`config.mk`:
```
export PLATFORM = sky130hd
export DESIGN_NAME = de9_gamepad_select_reader_unit
export DESIGN_NICKNAME = d
export VERILOG_FILES = /design/src/rtl/de9gp_pkg.sv /design/src/rtl/de9_gamepad_select_reader_unit.sv /design/src/rtl/de9gp_cfg.sv /design/src/rtl/de9gp_seq.sv
export VERILOG_INCLUDE_DIRS = /design/src /design/src/rtl
export SDC_FILE = /design/constraint.sdc
export NUM_CORES = 1
export LEC_CHECK = 0
export ABC_CLOCK_PERIOD_IN_PS = 5620
export BUFFER_PORTS_ARGS = -buffer_cell sky130_fd_sc_hd__buf_2
export CAP_MARGIN = 5
export CORE_MARGIN = 10
export CORE_UTILIZATION = 35
export CTS_CLUSTER_DIAMETER = 50
export DETAILED_ROUTE_END_ITERATION = 12
export MAX_ROUTING_LAYER = met4
export SETUP_SLACK_MARGIN = 0.4
export SLEW_MARGIN = 20
export SYNTH_ARGS = -nofsm -noshare
export SYNTH_HDL_FRONTEND = slang
export SYNTH_HIERARCHICAL = 1
export SYNTH_SLANG_ARGS = --single-unit
```
`constraint.sdc`:
```
create_clock -name aclk -period 5.62 [get_ports aclk]
set_input_delay 0.562 -clock aclk [delete_from_list [all_inputs] [get_ports aclk]]
set_output_delay 0.562 -clock aclk [all_outputs]
set_load 0.05 [all_outputs]
```
`src/rtl/de9_gamepad_select_reader_unit_assert.svh`:
```
// ----------------------------------------------------------------------------
// DE-9 pad reader assertion macros
// Concurrent check helpers, clocked on aclk, disabled in reset.
// ----------------------------------------------------------------------------
`ifndef DE9_GAMEPAD_SELECT_READER_UNIT_ASSERT_SVH
`define DE9_GAMEPAD_SELECT_READER_UNIT_ASSERT_SVH

// same-cycle implication
`define DE9GP_ASSERT_NOW(label, ante, cons, msg) \
    label: assert property (@(posedge aclk) disable iff (!aresetn) (ante) |-> (cons)) \
        else $error(msg);

// next-cycle implication
`define DE9GP_ASSERT_NEXT(label, ante, cons, msg) \
    label: assert property (@(posedge aclk) disable iff (!aresetn) (ante) |=> (cons)) \
        else $error(msg);

`endif

```
`src/rtl/de9gp_pkg.sv`:
```
// ----------------------------------------------------------------------------
// DE-9 pad reader package
// Shared types, register indexes and mode helper.
// ----------------------------------------------------------------------------
package de9gp_pkg;

    localparam int unsigned IDX_W     = 3;
    localparam int unsigned CFG_DATA_W = 20;
    localparam int unsigned IN_W      = 8;
    localparam int unsigned OUT_W     = 24;

    typedef enum logic [IDX_W-1:0] {
        REG_HAS_SELECT   = 3'd0,
        REG_OVR_ENABLE   = 3'd1,
        REG_OVR_VALUE    = 3'd2,
        REG_SETTLE       = 3'd3,
        REG_STARTUP      = 3'd4,
        REG_POLL         = 3'd5
    } reg_idx_t;

    typedef enum logic [1:0] {
        MODE_TWO   = 2'd0,
        MODE_THREE = 2'd1,
        MODE_SIX   = 2'd2
    } pad_mode_t;

    typedef struct packed {
        logic        has_select;
        logic        ovr_en;
        logic [1:0]  ovr_val;
        logic [15:0] settle;
        logic [15:0] startup;
        logic [19:0] poll;
    } cfg_t;

    typedef struct packed {
        logic        detecting;
        logic        change;
        logic [1:0]  mode;
        logic [11:0] buttons;
        logic        select;
    } status_t;

    function automatic logic [1:0] eff_mode(input cfg_t cfg, input logic [1:0] det);
        logic [1:0] m;
        m = cfg.ovr_en ? cfg.ovr_val : det;
        if (!cfg.has_select) begin
            return MODE_TWO;
        end
        return (m == 2'd3) ? MODE_SIX : m;
    endfunction

endpackage

```
`src/rtl/de9_gamepad_select_reader_unit.sv`:
```
// ----------------------------------------------------------------------------
// DE-9 pad select reader, top level
// Output: the output register, the only stage, shows each result on m_ the cycle
// after acceptance; one request per cycle unless m_tvalid is high and m_tready low.
// Reset: synchronous aresetn clears the output valid flag and the sequencer,
// which restarts in the detection startup hold with select high.
// ----------------------------------------------------------------------------
`include "de9_gamepad_select_reader_unit_assert.svh"

module de9_gamepad_select_reader_unit
    import de9gp_pkg::*;
(
    input  logic                  aclk,
    input  logic                  aresetn,
    input  logic                  s_tvalid,
    output logic                  s_tready,
    input  logic [IN_W-1:0]       s_tdata,   // pad_pins[5:0], detect_request, clear_change
    output logic                  m_tvalid,
    input  logic                  m_tready,
    output logic [OUT_W-1:0]      m_tdata,   // select_out, buttons[11:0], pad_mode[1:0],
                                             // change_flag, detecting, zero fill
    input  logic                  cfg_valid,
    output logic                  cfg_ready,
    input  logic [IDX_W-1:0]      cfg_index,
    input  logic [CFG_DATA_W-1:0] cfg_data
);

    cfg_t    cfg_q;
    status_t status;
    logic    s_accept;

    logic          out_valid_reg;
    logic          out_valid_next;
    status_t       out_data_reg;

    logic          no_sel_acc;
    logic          out_two_btn;

    assign cfg_ready = 1'b1;
    assign s_tready  = !out_valid_reg || m_tready;
    assign s_accept  = s_tvalid && s_tready;

    de9gp_cfg u_cfg (
        .aclk     (aclk),
        .aresetn  (aresetn),
        .wr_en    (cfg_valid && cfg_ready),
        .wr_index (cfg_index),
        .wr_data  (cfg_data),
        .cfg      (cfg_q)
    );

    de9gp_seq u_seq (
        .aclk           (aclk),
        .aresetn        (aresetn),
        .tick           (s_accept),
        .pad_pins       (s_tdata[5:0]),
        .detect_request (s_tdata[6]),
        .clear_change   (s_tdata[7]),
        .cfg            (cfg_q),
        .status         (status)
    );

    always_comb begin
        out_valid_next = out_valid_reg;
        if (s_accept) begin
            out_valid_next = 1'b1;
        end else if (m_tready) begin
            out_valid_next = 1'b0;
        end
    end

    always_ff @(posedge aclk) begin
        if (!aresetn) begin
            out_valid_reg <= 1'b0;
        end else begin
            out_valid_reg <= out_valid_next;
        end
    end

    always_ff @(posedge aclk) begin
        if (s_accept) begin
            out_data_reg <= status;
        end
    end

    assign m_tvalid = out_valid_reg;
    assign m_tdata  = {{(OUT_W - $bits(status_t)){1'b0}}, out_data_reg};

    assign no_sel_acc  = s_accept && !cfg_q.has_select;
    assign out_two_btn = (out_data_reg.mode == MODE_TWO) && !out_data_reg.detecting;

    `DE9GP_ASSERT_NOW(a_stall_only_on_full, !s_tready, m_tvalid && !m_tready, "input stalled")
    `DE9GP_ASSERT_NEXT(a_accept_gives_result, s_accept, m_tvalid, "request lost")
    `DE9GP_ASSERT_NEXT(a_no_select_two_button, no_sel_acc, out_two_btn, "active without select")
    `DE9GP_ASSERT_NOW(a_mode_range, m_tvalid, m_tdata[14:13] != 2'd3, "pad mode out of range")

endmodule

```
`src/rtl/de9gp_cfg.sv`:
```
// ----------------------------------------------------------------------------
// DE-9 pad reader configuration registers
// Write-only register file for select, mode override and timing.
// ----------------------------------------------------------------------------
module de9gp_cfg
    import de9gp_pkg::*;
(
    input  logic                  aclk,
    input  logic                  aresetn,
    input  logic                  wr_en,
    input  logic [IDX_W-1:0]      wr_index,
    input  logic [CFG_DATA_W-1:0] wr_data,
    output cfg_t                  cfg
);

    cfg_t cfg_reg;
    cfg_t cfg_next;

    always_comb begin
        cfg_next = cfg_reg;
        if (wr_en) begin
            case (reg_idx_t'(wr_index))
                REG_HAS_SELECT: cfg_next.has_select = wr_data[0];
                REG_OVR_ENABLE: cfg_next.ovr_en     = wr_data[0];
                REG_OVR_VALUE:  cfg_next.ovr_val    = wr_data[1:0];
                REG_SETTLE:     cfg_next.settle     = wr_data[15:0];
                REG_STARTUP:    cfg_next.startup    = wr_data[15:0];
                REG_POLL:       cfg_next.poll       = wr_data[19:0];
                default:        cfg_next = cfg_reg;
            endcase
        end
    end

    always_ff @(posedge aclk) begin
        if (!aresetn) begin
            cfg_reg.has_select <= 1'b1;
            cfg_reg.ovr_en     <= 1'b0;
            cfg_reg.ovr_val    <= MODE_TWO;
            cfg_reg.settle     <= 16'd150;
            cfg_reg.startup    <= 16'd3000;
            cfg_reg.poll       <= 20'd10000;
        end else begin
            cfg_reg <= cfg_next;
        end
    end

    assign cfg = cfg_reg;

endmodule

```
`src/rtl/de9gp_seq.sv`:
```
// ----------------------------------------------------------------------------
// DE-9 pad reader select sequencer
// Phase timer, poll timer, detection and button word assembly, one tick per
// request. Status reflects the state after the tick.
// ----------------------------------------------------------------------------
module de9gp_seq
    import de9gp_pkg::*;
(
    input  logic       aclk,
    input  logic       aresetn,
    input  logic       tick,
    input  logic [5:0] pad_pins,
    input  logic       detect_request,
    input  logic       clear_change,
    input  cfg_t       cfg,
    output status_t    status
);

    typedef enum logic [3:0] {
        PH_DET_HOLD = 4'd0,
        PH_DET_L1   = 4'd1,
        PH_DET_H2   = 4'd2,
        PH_DET_L2   = 4'd3,
        PH_DET_H3   = 4'd4,
        PH_DET_L3   = 4'd5,
        PH_IDLE     = 4'd6,
        PH_RD_H1    = 4'd7,
        PH_RD_L1    = 4'd8,
        PH_RD_H2    = 4'd9,
        PH_RD_L2    = 4'd10,
        PH_RD_H3    = 4'd11,
        PH_RD_L3    = 4'd12,
        PH_RD_H4    = 4'd13
    } phase_t;

    function automatic logic phase_level(input phase_t p);
        case (p) inside
            PH_DET_L1, PH_DET_L2, PH_DET_L3, PH_RD_L1, PH_RD_L2, PH_RD_L3: return 1'b0;
            default: return 1'b1;
        endcase
    endfunction

    phase_t      phase_reg,   phase_next;
    logic [15:0] pticks_reg,  pticks_next;
    logic [19:0] poll_reg,    poll_next;
    logic [11:0] staging_reg, staging_next;
    logic [11:0] button_reg,  button_next;
    logic [1:0]  det_reg,     det_next;
    logic        change_reg,  change_next;

    logic [5:0]  low;
    logic [19:0] interval;
    logic [15:0] limit;
    logic [15:0] pt_inc;
    logic        do_commit;
    logic [11:0] stage_val;

    always_comb begin
        low      = ~pad_pins;
        interval = (cfg.poll == '0) ? 20'd1 : cfg.poll;
        limit    = (phase_reg == PH_DET_HOLD) ? cfg.startup : cfg.settle;
        if (limit == '0) begin
            limit = 16'd1;
        end
        pt_inc = (pticks_reg != 16'hFFFF) ? pticks_reg + 16'd1 : pticks_reg;

        phase_next   = phase_reg;
        pticks_next  = pticks_reg;
        poll_next    = (poll_reg < interval) ? poll_reg + 20'd1 : poll_reg;
        staging_next = staging_reg;
        button_next  = button_reg;
        det_next     = det_reg;
        change_next  = clear_change ? 1'b0 : change_reg;
        do_commit    = 1'b0;
        stage_val    = staging_reg;

        if (detect_request && cfg.has_select) begin
            det_next    = MODE_TWO;
            phase_next  = PH_DET_HOLD;
            pticks_next = '0;
        end else if (phase_reg <= PH_DET_L3 && !cfg.has_select) begin
            det_next    = MODE_TWO;
            phase_next  = PH_IDLE;
            pticks_next = '0;
        end else if (phase_reg == PH_IDLE) begin
            if (poll_next >= interval) begin
                poll_next   = '0;
                phase_next  = PH_RD_H1;
                pticks_next = '0;
            end
        end else begin
            pticks_next = pt_inc;
            if (pt_inc >= limit) begin
                pticks_next = '0;
                case (phase_reg)
                    PH_DET_L1: begin
                        if (low[3:2] == 2'b11) begin
                            det_next   = MODE_THREE;
                            phase_next = PH_DET_H2;
                        end else begin
                            phase_next = PH_IDLE;
                        end
                    end
                    PH_DET_L3: begin
                        if (low[3:0] == 4'hF) begin
                            det_next = MODE_SIX;
                        end
                        phase_next = PH_IDLE;
                    end
                    PH_RD_H1: begin
                        stage_val    = {5'd0, low[5], low[4], 1'b0, low[3:0]};
                        staging_next = stage_val;
                        if (eff_mode(cfg, det_reg) == MODE_TWO) begin
                            do_commit = 1'b1;
                        end else begin
                            phase_next = PH_RD_L1;
                        end
                    end
                    PH_RD_L1: begin
                        stage_val    = staging_reg | {4'd0, low[5], 2'd0, low[4], 4'd0};
                        staging_next = stage_val;
                        if (eff_mode(cfg, det_reg) == MODE_SIX) begin
                            phase_next = PH_RD_H2;
                        end else begin
                            do_commit = 1'b1;
                        end
                    end
                    PH_RD_H4: begin
                        stage_val    = staging_reg | {low[3], low[0], low[1], low[2], 8'd0};
                        staging_next = stage_val;
                        do_commit    = 1'b1;
                    end
                    PH_DET_HOLD, PH_DET_H2, PH_DET_L2, PH_DET_H3,
                    PH_RD_H2, PH_RD_L2, PH_RD_H3, PH_RD_L3: begin
                        phase_next = phase_t'(phase_reg + 4'd1);
                    end
                    default: phase_next = PH_IDLE;
                endcase
                if (do_commit) begin
                    if (stage_val != button_reg) begin
                        change_next = 1'b1;
                    end
                    button_next = stage_val;
                    phase_next  = PH_IDLE;
                end
            end
        end
    end

    always_ff @(posedge aclk) begin
        if (!aresetn) begin
            phase_reg   <= PH_DET_HOLD;
            pticks_reg  <= '0;
            poll_reg    <= '0;
            staging_reg <= '0;
            button_reg  <= '0;
            det_reg     <= MODE_TWO;
            change_reg  <= 1'b0;
        end else if (tick) begin
            phase_reg   <= phase_next;
            pticks_reg  <= pticks_next;
            poll_reg    <= poll_next;
            staging_reg <= staging_next;
            button_reg  <= button_next;
            det_reg     <= det_next;
            change_reg  <= change_next;
        end
    end

    always_comb begin
        status.select    = phase_level(phase_next);
        status.buttons   = button_next;
        status.mode      = eff_mode(cfg, det_next);
        status.change    = change_next;
        status.detecting = (phase_next <= PH_DET_L3);
    end

endmodule
```
# Word level (Yosys, flattened, before mapping)
# Index checks and enable logic that the tools add are counted.
op_classes:
  add_sub_neg: 3
  n_lt_le_gt_ge: 5
  n_eq_ne: 32
  mux: 86
  n_bitwise: 7
  reduce_logical: 23
ops:
  columns: ["op", "n"]
  rows:
  - ["two-way mux 16 bit", 8]
  - ["two-way mux 20 bit", 6]
  - ["two-way mux 12 bit", 9]
  - ["two-way mux 2 bit", 23]
  - ["== test 4 bit, second input constant", 10]
  - ["case mux 12 bit (3 select lines)", 1]
  - ["two-way mux 4 bit", 8]
  - ["two-way mux 1 bit", 27]
  - ["adder 20 x 1 -> 20 bit, second input constant", 1]
  - ["== test 4 x 3 -> 1 bit, second input constant", 5]
  - ["greater-or-equal comparator 20 bit", 1]
  - ["logical NOT 20 bit", 1]
  - ["less-than comparator 20 bit", 1]
  - ["case mux 4 bit (5 select lines)", 1]
  - ["adder 16 x 1 -> 16 bit, second input constant", 1]
  - ["greater-or-equal comparator 16 bit", 1]
  - ["logical NOT 16 bit", 1]
  - ["inequality test 16 bit, second input constant", 1]
  - ["AND reduction 2 bit", 7]
  - ["== test 4 x 2 -> 1 bit, second input constant", 3]
  - ["inequality test 12 bit", 1]
  - ["OR 12 bit", 1]
  - ["OR 12 x 8 -> 12 bit", 1]
  - ["== test 2 bit, second input constant", 4]
  - ["other kinds (23)", 33]
totals:
  regBits: 141
  input_bits: 36
  elab_cells: 176

# Logic depth before layout (Yosys ltp)
# Gate-level depths: netlist of the first run.
depth:
  word_depth: 30
  mapped_depth: 22
  depth_no_buf: 19

# Cells and area by module
# Netlist of the first run, hierarchy kept.
by_module_without_submodules:
  columns: ["module", "n_inst", "cells_per_inst", "area_each_um2", "seq_area_each_um2"]
  rows:
  - ["de9gp_seq", 1, 752, 5945.7, 1341.3]
  - ["de9gp_cfg", 1, 223, 2259.7, 1121.1]
  - ["de9_gamepad_select_reader_unit", 1, 32, 635.6, 530.5]

# Worst setup path after synthesis of the first run
# OpenSTA, ideal clock, no wires.
synth_path:
  path_kind: "register to register"
  from: "register u_seq.phase_reg[0]"
  to: "register out_data_reg, in the netlist m_tdata[0] (data pin)"
  setup_ns: 0.255
  arrival_time_ns: 4.111
  required_time_ns: 5.365
  path_slack_ns: 1.254
  stages_incl_launch_ff: 20
  n_path_buf: 2
  path_cell_list: "dfxtp_1 -> inv_1 -> ha_1 -> inv_1 -> nor3_2 -> buf_2 -> mux2i_1 -> nand4_1 -> or4_1 -> nand2_1 -> ha_1 -> nor3b_1 -> o21ai_1 -> a211oi_4 -> nor2_1 -> buf_2 -> a31o_2 -> nor3b_2 -> xor2_1 -> nand2_1"
synth_lines:
  columns: ["element", "line_no", "rtl"]
  rows:
  - ["start, declared", "de9gp_seq.sv:43", "phase_t phase_reg, phase_next;"]
  - ["start signal, assigned", "de9gp_seq.sv:160", "phase_reg <= phase_next;"]
  - ["end signal, assigned", "de9_gamepad_select_reader_unit.sv:82", "out_data_reg <= status;"]
  - ["end, declared", "de9_gamepad_select_reader_unit.sv:34", "status_t out_data_reg;"]

==> impl_metrics.env, run 1 <==
export IMPL_regArea_um2=2993
export IMPL_worstSetupStartpointType="register"
export IMPL_wl_per_cell_um=16.16
export IMPL_clock_root_buffer="clkbuf_16"
export IMPL_timing_hold_ws_ns=0.3691
export IMPL_vdd_drop_max_v=0.0001249
export IMPL_grt_max_degree=80
export IMPL_worstSetupPathType="reg -> reg"
export IMPL_grt_overflow_total=0
export IMPL_worstMarginPinSlew_ns=1.064
export IMPL_start_util_pct=35.31
export IMPL_via_per_inst=5.320
export IMPL_cts_buffer_depth=2
export IMPL_p_leak_nw=4.070
export IMPL_async_flop_share_pct=0
export IMPL_rows=58
export IMPL_cp_slowest_stage_delay_ns=0.56
export IMPL_cts_made_buffers=17
export IMPL_synthCells=1007
export IMPL_cts_num_sinks=141
export IMPL_insertion_delay_ns=0.43
export IMPL_grt_pass1_vias=6852
export IMPL_cts_tree="yes"
export IMPL_finalNetCount=1134
export IMPL_rsz0062_at_grt="yes"
export IMPL_io_pins=63
export IMPL_min_period_ns=4.793
export IMPL_hold_viol_final=0
export IMPL_drive_above_1_share_pct=12.48
export IMPL_timing_critical_path_slowest_stage_cell="or4_1"
export IMPL_worst_setup_path_end_kind="register"
export IMPL_antenna_found_initial=0
export IMPL_mostFrequentLayoutCell="dfxtp_1"
export IMPL_syn_to_final_growth_pct=12.04
export IMPL_synthesis_yosys_warnings=6
export IMPL_cp_num_buf_inv=3
export IMPL_drt_iter0_markers=529
export IMPL_hold_class="in -> reg"
export IMPL_largest_reg_flops=56
export IMPL_power_density_nw_per_um2=248.7
export IMPL_path_cells="inv_1, ha_1, inv_1, nor3_2, buf_4, mux2i_1, nand4_1, or4_1, nand2_1, ha_1, nor3b_1, o21ai_1, a211oi_4, nor2_1, mux2i_1, a21boi_0, a31oi_1"
export IMPL_final_cells=1380
export IMPL_crit_arrival_ns=4.95
export IMPL_grt_use_total_pct=14.22
export IMPL_slew_viol_final=0
export IMPL_place_ws_ns=0.6039
export IMPL_place_inst=1348
export IMPL_synth_seq_cells=141
export IMPL_dp_hpwl_mm=16.34
export IMPL_fmax_ghz=0.2086
export IMPL_grt_pass1_wl_mm=35.48
export IMPL_clk_pin_slew_ns=0.06
export IMPL_setup_violations=0
export IMPL_ant_nets=0
export IMPL_synth_area_um2=8841
export IMPL_period_share_pct=85.29
export IMPL_dieArea_um2=32020
export IMPL_cts_max_level=4
export IMPL_fp_dieH_um=178.9
export IMPL_drt_first_pass_iters=6
export IMPL_drc=0
export IMPL_place_congestion=0.8965
export IMPL_num_vias=7342
export IMPL_fin_tns_setup_ns=0
export IMPL_core_area_um2=25040
export IMPL_crit_path_max_fanout=16
export IMPL_diodes=0
export IMPL_skew_ns=0.01015
export IMPL_setup_slack_ns=0.8269
export IMPL_num_fill_cells=2550
export IMPL_ys_types=86
export IMPL_ys_flop_type="dfxtp_1"
export IMPL_chipWidth_um=178.9
export IMPL_wl_mm=22.30
export IMPL_numPortBuffers=54
export IMPL_final_cell_mix="124 x dfxtp_1, 119 x nand2_1, 89 x mux2i_1, 83 x nor2_1, 61 x ha_1"
export IMPL_crit_family="simple AND/OR/NAND/NOR gates"
export IMPL_maxCapViolCount=0
export IMPL_status="completed"
export IMPL_required_ns=5.78
export IMPL_synth_edf_count=17
export IMPL_multi_input_area_um2=5400
export IMPL_ys_seq_area_share_pct=33.85
export IMPL_avgSynthCellArea_um2=8.780
export IMPL_postCtsHoldBufs=0
export IMPL_max_slew_margin_pct=29.05
routing by layer:
metal / track usage [%] / part of all wire [%] / vias to the layer above
li1: - / - / 3664
met1: 18.78 / 49 / 3500
met2: 21.28 / 45 / 156
met3: 2.822 / 4.7 / 22
met4: 4.788 / 1.7 / 0
met5: - / 0 / -
kinds of logic (layout without fill, tap and decap cells):
kind of cell	after synthesis	count (layout)	share of synthesized area, %
buffers and inverters	101	138	5.533
adder cells (fa/ha/maj)	61	61	8.633
flip-flops	141	141	33.85
other	2	8	0.08495
AND/OR/NAND/NOR	393	393	22.80
XOR/XNOR	41	41	4.062
AO/OA/AOI/OAI	165	165	13.18
multiplexers	103	103	11.86
per-stage QoR:
step,area (um2),util [%],power (mW)
2_1_floorplan,8864,-,1.259
3_3_place_gp,9293,37.12,1.322
3_5_place_dp,9293,37.12,1.324
4_1_cts,9893,39.52,2.488
5_1_grt,9906,39.57,2.553
6_report,9906,39.57,2.464
report_power, final:
part / leakage, nW / switching, mW / internal [mW]
Clock: 0.293 / 0.464 / 0.694
Sequential: 1.17 / 0.0224 / 1.04
Combinational: 2.61 / 0.158 / 0.0795
Total: 4.07 / 0.645 / 1.82
Yosys cell counts, drive strengths merged (10+ instances only):
library cell | instances | area share, %
o21ai | 31 | 1.8
nand2 | 119 | 5.1
mux2i | 89 | 10
a22o | 15 | 1.5
a211oi | 16 | 1.5
buf | 36 | 2.8
xor2 | 15 | 1.5
clkbuf | 22 | 0.95
nor2b | 33 | 2.3
xnor2 | 26 | 2.6
nand3 | 39 | 2.2
nor3 | 21 | 1.4
nand4 | 17 | 1.3
inv | 42 | 1.8
or4 | 13 | 1.1
nor2 | 85 | 3.6
nor4 | 10 | 0.88
mux2 | 14 | 1.8
dfxtp | 124 | 28
edfxtp | 17 | 5.8
a21oi | 29 | 1.7
o211ai | 23 | 2.0
ha | 61 | 8.6
final timing paths:
| path | startpoint | end | slack [ns] | depth (start not counted) |
|---|---|---|---|---|
| min | cfg_data[18] | u_cfg/cfg[18]$_SDFFE_PN0P_ | 0.37 | 3 |
| min reg2reg | u_cfg/cfg[45]$_SDFFE_PN0P_ | u_cfg/cfg[45]$_SDFFE_PN0P_ | 0.46 | 2 |
| max | u_seq/phase_reg[0]$_SDFFE_PN0P_ | m_tdata[16]$_DFFE_PP_ | 0.83 | 17 |
| max reg2reg | u_seq/phase_reg[0]$_SDFFE_PN0P_ | m_tdata[16]$_DFFE_PP_ | 0.83 | 17 |
timing repair:
action,CTS,global route
endpoints found under the setup margin,0,38
setup buffers,0,0
gates resized for setup,0,4
area by class of cell:
cell class / count / share of cell area [%]
sequential: 141 / 30.21
clock inverter: 12 / 1.339
tap: 330 / 4.168
clock buffer: 20 / 4.724
timing repair buffer: 63 / 3.410
multi-input combinational: 771 / 54.52
inverter: 43 / 1.629
worst register-to-register path, stage by stage (launching register included):
cell and delay [ns]:
dfxtp_1 0.40, inv_1 0.12, ha_1 0.24, inv_1 0.11, nor3_2 0.16, buf_4 0.33, mux2i_1 0.42, nand4_1 0.12
or4_1 0.56, nand2_1 0.08, ha_1 0.22, nor3b_1 0.19, o21ai_1 0.13, a211oi_4 0.41, nor2_1 0.29, mux2i_1 0.19
a21boi_0 0.41, a31oi_1 0.16
Power figures use the tool's default switching activity.
==> run 2: changes to the inputs <==
--- a/config.mk
+++ b/config.mk
@@ -6,7 +6,7 @@
 export SDC_FILE = /design/constraint.sdc
 export NUM_CORES = 1
 export LEC_CHECK = 0
-export ABC_CLOCK_PERIOD_IN_PS = 5620
+export ABC_CLOCK_PERIOD_IN_PS = 4450
 export BUFFER_PORTS_ARGS = -buffer_cell sky130_fd_sc_hd__buf_2
 export CAP_MARGIN = 5
 export CORE_MARGIN = 10
==> constraint.sdc (replaced) <==
create_clock -name aclk -period 4.45 [get_ports aclk]
set_input_delay 0.2225 -clock aclk [delete_from_list [all_inputs] [get_ports aclk]]
set_output_delay 0.2225 -clock aclk [all_outputs]
set_load 0.05 [all_outputs]
==> impl_metrics.env, run 2 (same netlist as run 1, synthesis figures left out) <==
export IMPL_core_area_um2=25040
export IMPL_multi_input_area_um2=6072
export IMPL_cts_max_level=4
export IMPL_syn_to_final_growth_pct=29.95
export IMPL_rsz0062_at_grt="yes"
export IMPL_grt_met1_usage_pct=20.64
export IMPL_io_pins=63
export IMPL_postCtsHoldBufs=0
export IMPL_start_util_pct=35.31
export IMPL_p_leak_nw=4.706
export IMPL_hold_class="in -> reg"
export IMPL_reg2reg_depth=20
export IMPL_grt_pass1_wl_mm=39.11
export IMPL_clockPowerShare_pct=45.0
export IMPL_num_vias=7761
export IMPL_antenna_found_initial=0
export IMPL_vdd_drop_max_v=0.0001911
export IMPL_dp_hpwl_mm=16.74
export IMPL_finalNetCount=1238
export IMPL_setup_violations=0
export IMPL_grt_use_met3_pct=2.885
export IMPL_largest_reg_flops=56
export IMPL_crit_arrival_ns=4.44
export IMPL_clk_pin_slew_ns=0.06
export IMPL_place_congestion=0.8963
export IMPL_worstSetupPathType="reg -> reg"
export IMPL_slew_viol_final=0
export IMPL_drt_first_pass_iters=5
export IMPL_rows=58
export IMPL_p_seq_share_pct=42.8
export IMPL_grt_max_degree=95
export IMPL_setup_slack_ns=0.1849
export IMPL_drive_above_1_share_pct=30.24
export IMPL_diodes=0
export IMPL_cts_buffer_depth=2
export IMPL_cts_tree="yes"
export IMPL_drt_iter0_markers=644
export IMPL_worst_setup_path_end_kind="register"
export IMPL_hold_viol_final=0
export IMPL_max_slew_margin_pct=31.21
export IMPL_cts_num_sinks=141
export IMPL_ant_nets=0
export IMPL_dieArea_um2=32020
export IMPL_grt_pass1_vias=7591
export IMPL_skew_ns=0.008628
export IMPL_wl_mm=24.53
export IMPL_chipWidth_um=178.9
export IMPL_worstHoldStart="s_tdata[3]"
export IMPL_min_period_ns=4.265
export IMPL_worstSetupStartpointType="register"
export IMPL_fp_dieH_um=178.9
export IMPL_power_mw=3.148
export IMPL_power_switching_mw=0.8882
export IMPL_grt_use_total_pct=15.58
export IMPL_wl_per_cell_um=16.53
export IMPL_mostFrequentLayoutCell="nand2_1"
export IMPL_numPortBuffers=54
export IMPL_required_ns=4.63
export IMPL_power_density_nw_per_um2=274.0
export IMPL_grt_util_met2_pct=23.67
export IMPL_worstMarginPinSlew_ns=1.032
export IMPL_maxCapViolCount=0
export IMPL_reg2reg_from="u_cfg/cfg[5]$_SDFFE_PN0P_"
export IMPL_top_usage_layer="met2"
export IMPL_insertion_delay_ns=0.43
export IMPL_regArea_um2=3012
export IMPL_status="completed"
export IMPL_combinationalPowerShare_pct=12.2
export IMPL_fmax_ghz=0.2345
export IMPL_drc=0
export IMPL_reg2reg_to="m_tdata[0]$_DFFE_PP_"
export IMPL_via_per_inst=5.230
export IMPL_crit_path_max_fanout=6
export IMPL_grt_overflow_total=0
export IMPL_num_fill_cells=2350
export IMPL_place_ws_ns=-0.3447
export IMPL_final_cell_mix="112 x nand2_1, 109 x dfxtp_1, 88 x buf_4, 78 x mux2i_1, 72 x nor2_1"
export IMPL_swShare_pct=28.21
export IMPL_clock_root_buffer="clkbuf_16"
export IMPL_period_share_pct=95.84
export IMPL_whs_path_depth=2
export IMPL_holdPathEnd="u_seq/staging_reg[3]$_SDFFE_PN0P_"
export IMPL_power_internal_mw=2.260
export IMPL_cts_made_buffers=17
export IMPL_r2r_slack_ns=0.18
## run 2: area by class of cell
class	instances	area share [%]
Tap cell	330	3.594
Inverter	43	1.427
Sequential cell	141	26.21
Clock buffer	17	3.703
Timing Repair Buffer	166	10.89
Clock inverter	15	1.318
Multi-Input combinational cell	772	52.85
## run 2: worst max-delay path by stage
stage | depth (start not counted) | slack, ns | from | endpoint
after global placement | 20 | -0.21 | u_cfg/cfg[3]$_SDFFE_PN0P_ | u_seq/poll_reg[14]$_SDFFE_PN0P_
final | 20 | 0.18 | u_cfg/cfg[5]$_SDFFE_PN0P_ | m_tdata[0]$_DFFE_PP_
after global routing | 21 | 0.07 | u_cfg/cfg[3]$_SDFFE_PN0P_ | u_seq/poll_reg[11]$_SDFFE_PN0P_
after detailed placement | 20 | -0.34 | u_cfg/cfg[3]$_SDFFE_PN0P_ | u_seq/poll_reg[19]$_SDFFE_PN0P_
after floorplan | 19 | 0.39 | u_seq/phase_reg[1]$_SDFFE_PN0P_ | m_tdata[0]$_DFFE_PP_
after CTS | 22 | 0.35 | u_cfg/cfg[6]$_SDFFE_PN0P_ | m_tdata[0]$_DFFE_PP_
## run 2: power by group through the flow
stage          logic (mW)  clock network (mW)  registers (mW)
6_report            0.383                1.42            1.35
5_1_grt             0.416                1.50            1.35
4_1_cts             0.353                1.45            1.35
3_5_place_dp        0.320                   0            1.37
3_3_place_gp        0.316                   0            1.37
2_1_floorplan       0.195                   0            1.40
## run 2: what timing repair did
action                     in CTS  in global routing
gates cloned                    3                  2
pin swaps                      45                 37
setup buffers                  27                 12
setup endpoints to repair      71                 84
gates resized for setup        92                 90
## run 2: metrics by stage
step | instances | hold slack, ns | setup TNS (ns) | utilization (%) | instance area [um2]
2_1_floorplan | 1013 | 0.3181 | 0 | - | 8895
3_3_place_gp | 1408 | 0.4441 | -1.681 | 39.10 | 9788
3_5_place_dp | 1408 | 0.4483 | -3.393 | 39.10 | 9788
4_1_cts | 1470 | 0.01343 | 0 | 44.07 | 11030
5_1_grt | 1484 | 0.02655 | 0 | 45.89 | 11490
6_report | 1484 | 0.03901 | 0 | 45.89 | 11490
## run 2: layer usage
metal	up-vias	part of all wire [%]
met5	-	0
met4	0	1.7
met3	31	5.0
met2	190	45
met1	3656	48
li1	3884	-
## run 2: critical path, cell delays in order (launching register included)
cell	delay, ns
dfxtp_2	0.34
nor4_2	0.33
and3_1	0.26
nand4_1	0.12
a311oi_2	0.34
a211o_2	0.23
nand4_4	0.18
buf_6	0.19
nor2_4	0.07
xor2_1	0.17
ha_1	0.27
buf_6	0.12
o211ai_1	0.10
nor2_1	0.09
a21oi_2	0.17
a2111o_1	0.21
nand2_2	0.09
buf_4	0.15
or4_4	0.43
nand3_2	0.10
nand2_2	0.05
==> run 3: changes to the inputs <==
--- a/config.mk
+++ b/config.mk
@@ -6,6 +6,7 @@
 export SDC_FILE = /design/constraint.sdc
 export NUM_CORES = 1
 export LEC_CHECK = 0
+export ABC_AREA = 1
 export ABC_CLOCK_PERIOD_IN_PS = 4450
 export BUFFER_PORTS_ARGS = -buffer_cell sky130_fd_sc_hd__buf_2
 export CAP_MARGIN = 5
@@ -15,6 +16,7 @@
 export DETAILED_ROUTE_END_ITERATION = 12
 export MAX_ROUTING_LAYER = met4
 export SETUP_SLACK_MARGIN = 0.4
+export SKIP_CTS_REPAIR_TIMING = 1
 export SLEW_MARGIN = 20
 export SYNTH_ARGS = -nofsm -noshare
 export SYNTH_HDL_FRONTEND = slang
==> impl_metrics.env, run 3 <==
export IMPL_final_cells=1700
export IMPL_fmax_ghz=0.2667
export IMPL_grt_met1_usage_pct=19.49
export IMPL_synth_area_um2=8964
export IMPL_drt_iter0_markers=651
export IMPL_insertion_delay_ns=0.43
export IMPL_core_area_um2=25180
export IMPL_required_ns=4.62
export IMPL_grt_use_met3_pct=2.430
export IMPL_grt_pass1_vias=7863
export IMPL_min_period_ns=3.750
export IMPL_crit_arrival_ns=3.92
export IMPL_synth_edf_count=17
export IMPL_synthTopCellsByArea="dfxtp_1 28%, nand2_1 14%, ha_1 8.5%"
export IMPL_worstSetupPathType="reg -> reg"
export IMPL_worst_setup_path_end_kind="register"
export IMPL_num_vias=8474
export IMPL_cts_num_sinks=141
export IMPL_holdPathEnd="u_cfg/cfg[25]$_SDFFE_PN1P_"
export IMPL_hold_class="in -> reg"
export IMPL_ys_types=46
export IMPL_antenna_found_initial=0
export IMPL_numPortBuffers=54
export IMPL_maxCapViolCount=0
export IMPL_worstHoldStart="cfg_data[5]"
export IMPL_cp_slowest_stage_delay_ns=0.42
export IMPL_reg2reg_to="m_tdata[0]$_DFFE_PP_"
export IMPL_place_ws_ns=0.3713
export IMPL_max_slew_margin_pct=28.45
export IMPL_via_per_inst=4.985
export IMPL_wl_mm=24.19
export IMPL_crit_path_max_fanout=16
export IMPL_power_switching_mw=0.9177
export IMPL_clockPowerShare_pct=44.2
export IMPL_worstMarginPinSlew_ns=1.072
export IMPL_p_leak_nw=4.626
export IMPL_diodes=0
export IMPL_timing_hold_ws_ns=0.02677
export IMPL_worstSetupStartpointType="register"
export IMPL_r2r_slack_ns=0.70
export IMPL_fp_dieH_um=180.0
export IMPL_clock_root_buffer="clkbuf_16"
export IMPL_drc=0
export IMPL_combinationalPowerShare_pct=13.4
export IMPL_clk_pin_slew_ns=0.06
export IMPL_p_seq_share_pct=42.5
export IMPL_ant_nets=0
export IMPL_ys_seq_area_share_pct=33.39
export IMPL_postLayoutCoreUtil_pct=40.46
export IMPL_synthCells=1312
export IMPL_dp_hpwl_mm=17.71
export IMPL_place_congestion=0.8992
export IMPL_synthTopCellsByCount="329 x nand2_1, 155 x nor2_1, 140 x inv_1, 124 x dfxtp_1, 114 x nand3_1"
export IMPL_rows=58
export IMPL_synth_most_common_cell="nand2_1"
export IMPL_synthesis_yosys_warnings=6
export IMPL_reg2reg_from="u_seq/phase_reg[0]$_SDFFE_PN0P_"
export IMPL_rsz0062_at_grt="no"
export IMPL_power_internal_mw=2.289
export IMPL_cts_max_level=4
export IMPL_synth_area_leader_cell="dfxtp_1"
export IMPL_async_flop_share_pct=0
export IMPL_synth_top_area_share_pct=27.69
export IMPL_largest_reg_flops=56
export IMPL_drive_above_1_share_pct=12.04
export IMPL_drt_first_pass_iters=5
export IMPL_start_util_pct=35.60
export IMPL_skew_ns=0.01241
export IMPL_whs_path_depth=3
export IMPL_cts_made_buffers=17
export IMPL_mostFrequentLayoutCell="nand2_1"
export IMPL_finalNetCount=1454
export IMPL_dpl_instance_area_um2=9500
export IMPL_fin_tns_setup_ns=0
export IMPL_grt_use_total_pct=14.78
export IMPL_grt_overflow_total=0
export IMPL_dieArea_um2=32410
export IMPL_timing_critical_path_slowest_stage_cell="dfxtp_1"
export IMPL_swShare_pct=28.62
export IMPL_crit_top_cell="nand2_1"
export IMPL_grt_max_degree=75
export IMPL_grt_util_met2_pct=22.56
export IMPL_setup_slack_ns=0.6999
export IMPL_io_pins=63
export IMPL_wl_per_cell_um=14.23
export IMPL_final_cell_mix="327 x nand2_1, 153 x nor2_1, 139 x inv_1, 124 x dfxtp_1, 114 x nand3_1"
export IMPL_power_mw=3.207
export IMPL_reg2reg_depth=21
export IMPL_cts_tree="yes"
export IMPL_chipWidth_um=180.0
export IMPL_cts_buffer_depth=2
export IMPL_avgSynthCellArea_um2=6.832
export IMPL_setup_violations=0
export IMPL_vdd_drop_max_v=0.0002221
export IMPL_period_share_pct=84.27
export IMPL_top_usage_layer="met2"
export IMPL_synth_seq_cells=141
export IMPL_syn_to_final_growth_pct=13.65
export IMPL_grt_pass1_wl_mm=39.19
export IMPL_num_fill_cells=2651
export IMPL_place_inst=1663
export IMPL_status="completed"
export IMPL_power_density_nw_per_um2=314.8
export IMPL_path_cells="inv_1, ha_1, nand2_8, mux2i_2, nand4_1, o41ai_2, ha_1, inv_1, a21oi_1, o21ai_0, nand2_1, nand2_1, nand2_1, nand3_2, buf_4, nand2_1, o21ai_0, nand2_1, nand3b_1, nand2_1, nand3_1"
export IMPL_critical_path_startpoint="u_seq/phase_reg[0]$_SDFFE_PN0P_"
export IMPL_hold_viol_final=0
export IMPL_final_area_um2=10190
export IMPL_slew_viol_final=0
export IMPL_ys_flop_type="dfxtp_1"
[run 3: cell count changes after synthesis, moves of 13 or more]
cell	before	now
a211oi_1	15	0
a21oi_1	28	99
a22o_1	15	0
inv_1	42	140
mux2i_1	89	16
nand2_1	119	329
nand3_1	39	114
nor2_1	84	155
nor2b_1	33	0
o211ai_1	23	2
o21ai_1	1	20
or4_1	13	0
xnor2_1	26	6
xor2_1	15	29
[run 3: kinds of logic (layout without fill, tap and decap cells)]
kind of cell	Yosys count	after routing	share of synthesized area (%)
fa+ha+maj	61	61	8.515
simple gates	667	667	31.73
mux	16	16	1.787
flops	141	141	33.39
xor+xnor	35	35	3.420
compound gates	188	188	11.49
buf+inv	202	254	9.590
other cells	2	8	0.08378
[run 3: layout make-up]
class / count / area, um2 / area share (%)
multi-input combinational: 975 / 5213 / 51.17
sequential: 141 / 2993 / 29.38
inverter: 147 / 555.5 / 5.453
timing repair buffer: 75 / 439.2 / 4.311
clock buffer: 18 / 429.2 / 4.213
tap: 330 / 412.9 / 4.053
clock inverter: 14 / 145.1 / 1.425
[run 3: worst max path at each step]
stage | cells after the start | end | slack (ns)
global placement | 17 | u_seq/button_reg[7]$_SDFFE_PN0P_ | 0.21
finish | 21 | m_tdata[0]$_DFFE_PP_ | 0.70
CTS | 17 | u_seq/button_reg[8]$_SDFFE_PN0P_ | 0.30
floorplan | 21 | m_tdata[15]$_DFFE_PP_ | 1.10
detailed placement | 17 | u_seq/button_reg[10]$_SDFFE_PN0P_ | 0.37
global route | 21 | m_tdata[0]$_DFFE_PP_ | 0.34
[run 3: routing by layer]
layer	vias up	routed length [um]
li1	4338	-
met1	3899	11920
met2	218	10760
met3	19	1166
met4	0	350
met5	-	0
[run 3: power by group through the flow]
| stage | Combinational [mW] | Clock (mW) | Sequential, mW |
|---|---|---|---|
| after CTS | 0.422 | 1.44 | 1.36 |
| after global routing | 0.480 | 1.49 | 1.37 |
| after global placement | 0.417 | 0 | 1.39 |
| after floorplan | 0.282 | 0 | 1.42 |
| final | 0.429 | 1.42 | 1.36 |
| after detailed placement | 0.420 | 0 | 1.39 |
[run 3: critical path: cells and delay by family (launching register included)]
kind                     cells  cell delay [ns]
AO/OA/AOI/OAI                4             0.66
adder cells (fa/ha/maj)      2             0.51
buffers and inverters        3             0.35
flip-flops                   1             0.42
multiplexers                 1             0.34
AND/OR/NAND/NOR             11             1.17
